==> src/hdl/bffa_pkg.sv <==
`timescale 1ns / 1ps
// ----------------------------------------------------------------------------
// bffa_pkg
// types and fixed codes for the first-fit bitmap block allocator
// ----------------------------------------------------------------------------
package bffa_pkg;

  // operation codes
  localparam logic FUNC_ALLOC = 1'b0;
  localparam logic FUNC_FREE  = 1'b1;

  // result status codes
  localparam logic [1:0] ST_DONE    = 2'd0;
  localparam logic [1:0] ST_NOSPACE = 2'd1;
  localparam logic [1:0] ST_REJECT  = 2'd2;

  // register word indexes on the configuration port
  localparam logic REG_HEAP_BASE = 1'b0;

  localparam logic [31:0] HEAP_BASE_RESET = 32'h2000_1000;

  typedef struct packed {
    logic        func;
    logic [15:0] request_bytes;
    logic [31:0] release_address;
  } req_t;

  typedef struct packed {
    logic [31:0] granted_address;
    logic [1:0]  status;
  } rsp_t;

endpackage

==> src/hdl/bitmap_first_fit_block_allocator_unit.sv <==
`timescale 1ns / 1ps
// ----------------------------------------------------------------------------
// bitmap_first_fit_block_allocator_unit
// fixed-block heap allocator: first-fit search over a used/free bitmap
// ----------------------------------------------------------------------------
// rejects: zero size or address outside the heap in the idle state, oversize or off boundary after the divide
// throughput: one item at a time, busy high until the strobe (never for a reject in idle), next item taken then
// done is high for exactly one cycle with the result on rsp; it cannot be held
// reset: a clearing pass over all NUM_BLOCKS blocks after rst falls, busy high throughout
module bitmap_first_fit_block_allocator_unit
  import bffa_pkg::*;
#(
  parameter int NUM_BLOCKS      = 256,
  parameter int BYTES_PER_BLOCK = 16
) (
  input  logic        clk,
  input  logic        rst,
  // command side
  input  logic        start,
  output logic        busy,
  input  req_t        req,
  output logic        done,
  output rsp_t        rsp,
  // configuration port
  input  logic        psel,
  input  logic        penable,
  input  logic        pwrite,
  input  logic [2:0]  paddr,
  input  logic [31:0] pwdata,
  output logic [31:0] prdata,
  output logic        pready
);

  // block index width and a counter one bit wider so it can reach NUM_BLOCKS
  localparam int IDXW = $clog2(NUM_BLOCKS);
  localparam int SPAN = NUM_BLOCKS * BYTES_PER_BLOCK;
  // byte offset inside the heap
  localparam int OFFW = $clog2(SPAN);
  // dividend/quotient width covers both a rounded size and an offset
  localparam int DW   = (OFFW > 17) ? OFFW : 17;
  // reciprocal for an exact divide of any DW-bit value by the block size
  localparam int LOGB = $clog2(BYTES_PER_BLOCK);
  localparam int RSH  = DW + LOGB;
  localparam int MW   = DW + 2;
  localparam logic [MW-1:0] DIV_MUL =
    MW'(((64'd1 << RSH) + 64'(BYTES_PER_BLOCK - 1)) / 64'(BYTES_PER_BLOCK));

  localparam logic [IDXW:0]  NUM_CNT  = (IDXW + 1)'(NUM_BLOCKS);
  localparam logic [IDXW:0]  LAST_CNT = (IDXW + 1)'(NUM_BLOCKS - 1);
  localparam logic [DW-1:0]  NUM_Q    = DW'(NUM_BLOCKS);

  // sequencer codes
  localparam logic [2:0] S_INIT = 3'd0;
  localparam logic [2:0] S_IDLE = 3'd1;
  localparam logic [2:0] S_DIV  = 3'd2;
  localparam logic [2:0] S_EVAL = 3'd3;
  localparam logic [2:0] S_SCAN = 3'd4;
  localparam logic [2:0] S_MARK = 3'd5;
  localparam logic [2:0] S_FREE = 3'd6;

  // --------------------------------------------------------------------------
  // registers
  // --------------------------------------------------------------------------
  logic [2:0]      state, state_next;
  logic [31:0]     heap_base;
  logic            op, op_next;
  logic [IDXW:0]   addr, addr_next;          // walk / sweep pointer
  logic            chk_valid, chk_valid_next; // read data in flight
  logic [IDXW-1:0] chk_idx, chk_idx_next;     // block whose bit is in rd_data
  logic [IDXW:0]   need, need_next;          // blocks wanted
  logic [IDXW:0]   run_len, run_len_next;    // free run length / mark count
  logic [IDXW-1:0] run_start, run_start_next;
  logic [DW-1:0]   dvd, dvd_next;
  logic [DW-1:0]   quo, quo_next;
  logic            done_next;
  rsp_t            rsp_next;

  // bitmap memory, one bit per block, registered read
  logic            map_mem [NUM_BLOCKS];
  logic            mem_we;
  logic [IDXW-1:0] mem_waddr;
  logic            mem_wdata;
  logic            mem_re;
  logic            rd_data;

  // --------------------------------------------------------------------------
  // configuration port
  // --------------------------------------------------------------------------
  logic cfg_wr;

  assign pready = 1'b1;
  assign cfg_wr = psel && penable && pwrite && pready;
  assign prdata = (paddr[2] == REG_HEAP_BASE) ? heap_base : 32'd0;

  always_ff @(posedge clk) begin
    if (rst) begin
      heap_base <= HEAP_BASE_RESET;
    end else if (cfg_wr && paddr[2] == REG_HEAP_BASE) begin
      heap_base <= pwdata;
    end
  end

  // --------------------------------------------------------------------------
  // divide by the block size: reciprocal multiply, then a multiply back to
  // tell whether anything was left over
  // --------------------------------------------------------------------------
  logic [DW+MW-1:0] div_prod;
  logic [DW-1:0]    quo_back;

  assign div_prod = (DW + MW)'(dvd) * (DW + MW)'(DIV_MUL);
  assign quo_back = quo * DW'(BYTES_PER_BLOCK);

  // --------------------------------------------------------------------------
  // free request range check, on unwrapped 33-bit values
  // --------------------------------------------------------------------------
  logic [32:0] rel33, base33, limit33;
  logic        rel_out;
  logic [31:0] rel_off;

  assign rel33   = {1'b0, req.release_address};
  assign base33  = {1'b0, heap_base};
  assign limit33 = base33 + 33'(SPAN);
  assign rel_out = (rel33 < base33) || (rel33 >= limit33);
  assign rel_off = req.release_address - heap_base;

  // run bookkeeping while scanning
  logic [IDXW:0]   run_inc;
  logic [IDXW-1:0] run_base;

  assign run_inc  = run_len + 1'b1;
  assign run_base = (run_len == '0) ? chk_idx : run_start;

  assign busy = (state != S_IDLE);

  // --------------------------------------------------------------------------
  // sequencer
  // --------------------------------------------------------------------------
  always_comb begin
    state_next     = state;
    op_next        = op;
    addr_next      = addr;
    chk_valid_next = 1'b0;
    chk_idx_next   = addr[IDXW-1:0];
    need_next      = need;
    run_len_next   = run_len;
    run_start_next = run_start;
    dvd_next       = dvd;
    quo_next       = quo;
    done_next      = 1'b0;
    rsp_next       = rsp;
    mem_we         = 1'b0;
    mem_waddr      = addr[IDXW-1:0];
    mem_wdata      = 1'b0;
    mem_re         = 1'b0;

    unique case (state)
      S_INIT: begin
        // clearing pass, every block free
        mem_we    = 1'b1;
        mem_wdata = 1'b0;
        addr_next = addr + 1'b1;
        if (addr == LAST_CNT) begin
          state_next = S_IDLE;
        end
      end

      S_IDLE: begin
        if (start) begin
          op_next  = req.func;
          quo_next = '0;
          if (req.func == FUNC_ALLOC) begin
            if (req.request_bytes == 16'd0) begin
              done_next = 1'b1;
              rsp_next  = '{granted_address: 32'd0, status: ST_REJECT};
            end else begin
              // round up to whole blocks
              dvd_next   = DW'({1'b0, req.request_bytes} + 17'(BYTES_PER_BLOCK - 1));
              state_next = S_DIV;
            end
          end else begin
            if (rel_out) begin
              done_next = 1'b1;
              rsp_next  = '{granted_address: 32'd0, status: ST_REJECT};
            end else begin
              dvd_next   = DW'(rel_off[OFFW-1:0]);
              state_next = S_DIV;
            end
          end
        end
      end

      S_DIV: begin
        quo_next   = DW'(div_prod >> RSH);
        state_next = S_EVAL;
      end

      S_EVAL: begin
        addr_next    = '0;
        run_len_next = '0;
        if (op == FUNC_ALLOC) begin
          if (quo > NUM_Q) begin
            state_next = S_IDLE;
            done_next  = 1'b1;
            rsp_next   = '{granted_address: 32'd0, status: ST_REJECT};
          end else begin
            need_next  = quo[IDXW:0];
            state_next = S_SCAN;
          end
        end else begin
          if (dvd != quo_back) begin
            // off block boundary
            state_next = S_IDLE;
            done_next  = 1'b1;
            rsp_next   = '{granted_address: 32'd0, status: ST_REJECT};
          end else begin
            addr_next  = {1'b0, quo[IDXW-1:0]};
            state_next = S_FREE;
          end
        end
      end

      S_SCAN: begin
        // issue the next read while the previous bit is checked
        if (addr != NUM_CNT) begin
          mem_re         = 1'b1;
          chk_valid_next = 1'b1;
          addr_next      = addr + 1'b1;
        end
        if (chk_valid) begin
          if (!rd_data) begin
            run_start_next = run_base;
            if (run_inc == need) begin
              chk_valid_next = 1'b0;
              addr_next      = {1'b0, run_base};
              run_len_next   = '0;
              state_next     = S_MARK;
            end else begin
              run_len_next = run_inc;
            end
          end else begin
            run_len_next = '0;
          end
        end else if (addr == NUM_CNT) begin
          state_next = S_IDLE;
          done_next  = 1'b1;
          rsp_next   = '{granted_address: 32'd0, status: ST_NOSPACE};
        end
      end

      S_MARK: begin
        mem_we       = 1'b1;
        mem_wdata    = 1'b1;
        addr_next    = addr + 1'b1;
        run_len_next = run_inc;
        if (run_inc == need) begin
          state_next = S_IDLE;
          done_next  = 1'b1;
          rsp_next.granted_address = heap_base +
                                     (32'(run_start) * 32'(BYTES_PER_BLOCK));
          rsp_next.status = ST_DONE;
        end
      end

      S_FREE: begin
        // release consecutive used blocks until a free one or the heap end
        if (addr != NUM_CNT) begin
          mem_re         = 1'b1;
          chk_valid_next = 1'b1;
          addr_next      = addr + 1'b1;
        end
        if (chk_valid) begin
          if (rd_data) begin
            mem_we    = 1'b1;
            mem_waddr = chk_idx;
            mem_wdata = 1'b0;
          end else begin
            chk_valid_next = 1'b0;
            state_next     = S_IDLE;
            done_next      = 1'b1;
            rsp_next       = '{granted_address: 32'd0, status: ST_DONE};
          end
        end else if (addr == NUM_CNT) begin
          state_next = S_IDLE;
          done_next  = 1'b1;
          rsp_next   = '{granted_address: 32'd0, status: ST_DONE};
        end
      end

      default: begin
        state_next = S_IDLE;
      end
    endcase
  end

  always_ff @(posedge clk) begin
    if (rst) begin
      state     <= S_INIT;
      addr      <= '0;
      chk_valid <= 1'b0;
      done      <= 1'b0;
    end else begin
      state     <= state_next;
      addr      <= addr_next;
      chk_valid <= chk_valid_next;
      done      <= done_next;
    end
  end

  // payload, no reset needed
  always_ff @(posedge clk) begin
    op        <= op_next;
    chk_idx   <= chk_idx_next;
    need      <= need_next;
    run_len   <= run_len_next;
    run_start <= run_start_next;
    dvd       <= dvd_next;
    quo       <= quo_next;
    rsp       <= rsp_next;
  end

  // bitmap store
  always_ff @(posedge clk) begin
    if (mem_we) begin
      map_mem[mem_waddr] <= mem_wdata;
    end
    if (mem_re) begin
      rd_data <= map_mem[addr[IDXW-1:0]];
    end
  end

  // --------------------------------------------------------------------------
  // checks
  // --------------------------------------------------------------------------
  // result strobe only ever comes with the sequencer back at rest
  a_done_idle: assert property (@(posedge clk) disable iff (rst)
    done |-> !busy)
    else $error("result strobe while busy");

  // a failed request never carries an address
  a_fail_zero: assert property (@(posedge clk) disable iff (rst)
    (done && rsp.status != ST_DONE) |-> (rsp.granted_address == 32'd0))
    else $error("failed request with nonzero address");

  // marking never runs past the requested block count
  a_mark_bound: assert property (@(posedge clk) disable iff (rst)
    (state == S_MARK) |-> (run_len < need))
    else $error("mark overran run");

  // a read is only issued inside the heap
  a_read_range: assert property (@(posedge clk) disable iff (rst)
    mem_re |-> (addr < NUM_CNT))
    else $error("bitmap read beyond heap");

endmodule

==> config.mk <==
export PLATFORM = sky130hd
export DESIGN_NAME = bitmap_first_fit_block_allocator_unit
export DESIGN_NICKNAME = d
export VERILOG_FILES = /design/src/hdl/bffa_pkg.sv /design/src/hdl/bitmap_first_fit_block_allocator_unit.sv
export SDC_FILE = /design/constraint.sdc
export NUM_CORES = 1
export LEC_CHECK = 0
export ABC_AREA = 1
export CORE_UTILIZATION = 45
export CTS_BUF_LIST = sky130_fd_sc_hd__clkbuf_4 sky130_fd_sc_hd__clkbuf_8
export DETAILED_ROUTE_END_ITERATION = 10
export DONT_BUFFER_PORTS = 1
export RECOVER_POWER = 100
export SETUP_SLACK_MARGIN = 0.05
export SLEW_MARGIN = 10
export SYNTH_ARGS = -nofsm -noshare
export SYNTH_HDL_FRONTEND = slang
export SYNTH_SLANG_ARGS = --single-unit
==> constraint.sdc <==
create_clock -name clk -period 6.1 [get_ports clk]
set_clock_uncertainty 0.05 [all_clocks]
set_input_delay 1.22 -clock clk [delete_from_list [all_inputs] [get_ports clk]]
set_output_delay 1.22 -clock clk [all_outputs]
set_load 0.1 [all_outputs]
# After elaboration in Yosys (flattened, before gate mapping)
# Memory sizes are Yosys's and may differ from the RTL's. A register that Yosys moved wholly into a read port is not among the register bits.
# Index checks and enable logic that the tools add are counted.
[totals]
ff_bits = 149
latch_bits = 0
ram_bits = 256
rom_bits = 0
elab_cells = 157
mem_count = 1
[memory_table]
columns = ["name", "words", "width", "rd", "rd_ports_with_merged_regs", "wr", "line_no", "rtl"]
rows = [
  ["map_mem", 256, 1, 1, 1, 1, "bitmap_first_fit_block_allocator_unit.sv:79", "logic map_mem [NUM_BLOCKS];"],
]
[classes]
n_addsub = 6
mul = 0
div = 0
order_cmp = 3
n_eq_ne = 30
n_shift = 0
mux = 78
bitwise = 4
reduce_logical = 21
[op_table]
columns = ["op", "n"]
rows = [
  ["two-way mux 34 bit", 13],
  ["case mux 34 bit (5 select lines)", 1],
  ["two-way mux 17 bit", 4],
  ["two-way mux 9 bit", 7],
  ["two-way mux 8 bit", 6],
  ["two-way mux 3 bit", 15],
  ["case mux 9 bit (4 select lines)", 1],
  ["case mux 17 bit (2 select lines)", 1],
  ["adder 32 x 13 -> 33 bit (second input constant)", 1],
  ["greater-or-equal comparator 32 x 33 -> 1 bit", 1],
  ["adder 32 x 12 -> 32 bit", 1],
  ["< comparator 32 bit", 1],
  ["two-way mux 32 bit", 1],
  ["inequality test 3 bit (second input constant)", 10],
  ["case mux 9 bit (3 select lines)", 1],
  ["two-way mux 1 bit", 24],
  ["case mux 3 bit (7 select lines)", 1],
  ["adder 9 x 1 -> 9 bit (second input constant)", 2],
  ["adder 16 x 4 -> 17 bit (second input constant)", 1],
  ["greater-than comparator 17 x 9 -> 1 bit (second input constant)", 1],
  ["inequality test 17 bit", 1],
  ["zero test 16 bit", 1],
  ["inequality test 2 bit (second input constant)", 8],
  ["subtractor 12 bit", 1],
  ["other kinds (25)", 38],
]

# Longest topological paths before layout
[logic_depth]
depth_word = 7
depth_mapped = 28

# Worst setup path before layout
# Ideal clock, no wire load.
[synth_path]
path_kind = "reg2reg"
from = "register state[0]"
to = "memory map_mem[0] (data pin)"
setup_ns = 1.039
t_arrival_ns = 4.814
t_required_ns = 5.011
setup_slack_ns = 0.197
path_stages_with_launch = 4
path_buffers = 1
synth_period_minus_slack_ns = 5.903
cell_sequence = "dfxtp_1 inv_1 nor3_2 clkbuf_1"
[synth_via]
elab_chain_len = 2
[synth_rtl]
columns = ["item", "line_no", "rtl"]
rows = [
  ["start, declared", "bitmap_first_fit_block_allocator_unit.sv:64", "logic [2:0] state, state_next;"],
  ["start signal, assigned", "bitmap_first_fit_block_allocator_unit.sv:302", "state <= state_next;"],
  ["== test 3 bit", "bitmap_first_fit_block_allocator_unit.sv:156", "unique case (state)"],
  ["two-way mux 1 bit", "n/a", ""],
  ["named net mem_wdata", "bitmap_first_fit_block_allocator_unit.sv:82", "logic mem_wdata;"],
  ["end, declared", "bitmap_first_fit_block_allocator_unit.sv:79", ""],
]
# The timed path passes the listed nets, and every way through them passes these cells.

# Worst setup path after layout
[layout_path]
from = "register state[2]"
to = "memory map_mem[217], enable pin"
[layout_via]
elab_chain_len = 5
word_cells_on_any_way = 8
cone_classes = "eq/ne: 2; mux: 4; reduce/logical: 2"
[layout_rtl]
columns = ["item", "line_no", "rtl"]
rows = [
  ["== test 3 bit / zero test 3 bit (equally long branches)", "bitmap_first_fit_block_allocator_unit.sv:156", ""],
  ["OR reduction 2 bit (no source line)", "n/a", ""],
  ["case mux 1 bit (2 select lines)", "bitmap_first_fit_block_allocator_unit.sv:156", ""],
  ["two-way mux 1 bit", "bitmap_first_fit_block_allocator_unit.sv:323", "if (mem_we) begin"],
  ["two-way mux 1 bit (not written as such)", "bitmap_first_fit_block_allocator_unit.sv:324", "map_mem[mem_waddr] <= mem_wdata;"],
]
# Parallel ways exist; a longest one is shown, timed or not.

==> metrics.md <==
| Metric | Value |
|---|---|
| Crit path required time | `6.37 ns` |
| Layout cells sized above 1 | `0.0637` |
| Chip Width | `218 µm` |
| Failing checks | `capacitance limit, slew limit` |
| Row Count | `78` |
| Fmax | `about 200 MHz` |
| Top_reg_cell synth | `edfxtp_1` |
| Worst Hold Class | `flip-flop to flip-flop` |
| Crit. End Element | `flip-flop` |
| VDD IR-drop max | `between 0.2 and 0.25 mV` |
| Period Utilization, post-route | `0.819` |
| DR pass1 iterations | `5` |
| Slew Limit Headroom | `-0.271` |
| Cells after Synth | `2402` |
| First-pass GRT wire length | `91.2 mm` |
| Critical Path Start Type | `flip-flop` |
| Setup Fix Bufs, Post-CTS | `0` |
| Asr flop ratio synth | `0` |
| Actual slew at the worst max-slew pin | `1.90 ns` |
| CTS Buf Count | `72` |
| Filler instances | `between 4k and 5k` |
| Syn nets | `about 2.6k` |
| Post-layout util | `0.498` |
| Flops & latches, synth | `about 400` |
| CTS Sinks | `roughly 400` |
| CP max FO | `16` |
| Crit path arrival time | `5.27 ns` |
| Sequential area share after synthesis | `0.547` |
| Post-Syn Area | `approximately 21000 µm²` |
| Layout Nets | `2534` |
| DR vias | `16.8k` |
| DR WL/cell | `about 20 µm` |
| Core area | `45800 µm²` |
| Initial Utilization | `0.460` |
| Area of the multi-input gates | `8100 µm²` |
| Routability Congestion | `0.925` |
| Clock tree buffer depth | `3` |
| Ports | `~160` |
| P per Cell Area | `311 nW/µm²` |
| Fin crit period | `4.99 ns` |
| Synthesis-to-layout area growth | `8.28%` |
| Setup-failing EPs final | `0` |
| Netlist cell types | `54` |
| YS warnings | `0` |
| Post-DP HPWL | `38.2 mm` |
| Port-buffer cells | `0` |
| CTS resizes | `0` |
| Initial antenna violation count | `2` |
| Pins Over Slew Limit | `69` |
| Die Height | `218 µm` |
| Mapped Avg Cell Area | `8.77 µm²` |
| Routed WL | `59.6 mm` |
| Commonest non-fill, non-tap cell in the layout | `nor2_1` |
| Total Neg Setup Slack | `0 ns` |
| Register Area | `around 12000 µm²` |
| Number of global-route vias before repair | `16.1k` |
| Die Area | `47700 µm²` |
| Number of enable flip-flop cells after synthesis | `348` |
| Final WS setup | `1.11 ns` |
| Status | `finished with violations` |
| GRT Util Overall | `0.250` |
| Total global routing overflow | `0` |
| Max-Cap Viols | `34` |
| CTS tree | `yes` |
| Final antenna-violating net count | `0` |
| Unrepaired setup endpoints after global routing | `no` |
| Worst hold margin | `0.399 ns` |
| Largest net degree at the start of global routing | `roughly 270` |
| Commonest cells after routing, fill and taps aside | `583 x nor2_1, 348 x edfxtp_1, 311 x nand2_1` |
| Setup Crit Path Kind | `flip-flop to flip-flop` |
| Setup WS pre-CTS | `1.51 ns` |
| Via density | `roughly 5.5` |
| P_leak | `7.72 nW` |
| Hold_buf cts | `0` |
| CTS clk-pin slew, worst paths | `0.06 ns` |
| 1st-iter DRT viols | `1526` |
| Clock insertion delay at the later pin of the skew report | `0.64 ns` |
| Clock Tree Root | `clkbuf_8` |
| H-tree depth | `3` |
| # DRC | `0` |
| Final hold vios | `0` |
-- cell usage after synthesis (9+ instances only) --
| master | n | area [µm²] |
|---|---|---|
| nor3_1 | 46 | 230 |
| o211ai_1 | 11 | 82.6 |
| inv_1 | 231 | 867 |
| buf_2 | 27 | 135 |
| edfxtp_1 | 348 | 10500 |
| a21oi_1 | 101 | 505 |
| dfxtp_1 | 54 | 1080 |
| nand4_1 | 37 | 231 |
| or2_2 | 9 | 56.3 |
| o221ai_1 | 26 | 228 |
| o21ai_0 | 224 | 1120 |
| ha_1 | 67 | 838 |
| nor2_1 | 579 | 2170 |
| clkbuf_1 | 84 | 315 |
| o22ai_1 | 42 | 263 |
| nand3_1 | 91 | 455 |
| xor2_1 | 17 | 149 |
| nand2_1 | 311 | 1170 |
-- registers in the layout (all words and copies together), names as in the netlist --
register   cells
addr           9
need           9
rsp           34
run_start      8
done           1
rd_data        1
state          3
chk_valid      1
run_len        9
heap_base     32
map_mem      256
quo           13
dvd           17
chk_idx        8
op             1
-- logic make-up after synthesis --
family                     Yosys count  share of synthesized area
AOI/OAI and AO/OA                  435                      0.116
and+or+nand+nor                   1111                      0.218
xor gates and xnor gates            24                    0.00998
buffers and inverters              358                     0.0659
adders and majority gates           69                     0.0417
other                                1                   0.000178
muxes                                2                   0.000950
DFF                                402                      0.547
-- metal layers --
layer / global-route usage / routed length (µm)
met1: 0.321 / 25300
met2: 0.413 / 28100
met3: 0.0540 / 4460
met4: 0.0876 / 1750
met5: 0 / 13
-- worst max-delay path: stages, from the launching register on --
cell and delay [ns]:
dfxtp_1 0.38, inv_1 0.11, nor2_1 0.14, inv_1 0.14, nor2_4 0.14, inv_2 0.07
nor3_1 1.21, inv_1 0.53, or2_0 0.37, o21ai_0 0.23, clkinv_1 0.18, nor2_1 0.35
nand2_1 0.48, nor2_1 0.28
-- stage by stage --
stage,total power (W),cells,instance area (µm²)
floorplan,0.00418,2402,21100
global placement,0.00462,2901,21600
detailed placement,0.00464,2901,21600
CTS,0.00715,3032,23000
global route,0.00740,3032,22800
finish,0.00709,3033,22800
-- report_power, final --
group | switching [W] | total (W) | internal (W)
registers | 0.000152 | 0.00319 | 0.00303
logic | 0.00105 | 0.00140 | 0.000346
clock network | 0.00116 | 0.00251 | 0.00135
-- worst paths after layout --
kind                         startpoint                      to  slack (ns)  cells past startpoint
setup reg to reg  state[2]$_SDFFE_PP0P_  map_mem[217]$_DFFE_PP_        1.11                     13
hold / removal     addr[1]$_SDFFE_PP0P_      chk_idx[1]$_DFF_P_        0.40                      0
hold reg to reg    addr[1]$_SDFFE_PP0P_      chk_idx[1]$_DFF_P_        0.40                      0
setup / recovery  state[2]$_SDFFE_PP0P_  map_mem[217]$_DFFE_PP_        1.11                     13
-- layout make-up --
class | count | share of cell area
Clock inverter | 26 | 0.00598
Clock buffer | 105 | 0.0559
Timing Repair Buffer | 13 | 0.00417
Inverter | 244 | 0.0402
Antenna cell | 1 | 0.000110
Sequential cell | 402 | 0.506
Tap cell | 600 | 0.0329
Multi-Input combinational cell | 1642 | 0.355
(Power assumes the default switching activity.)
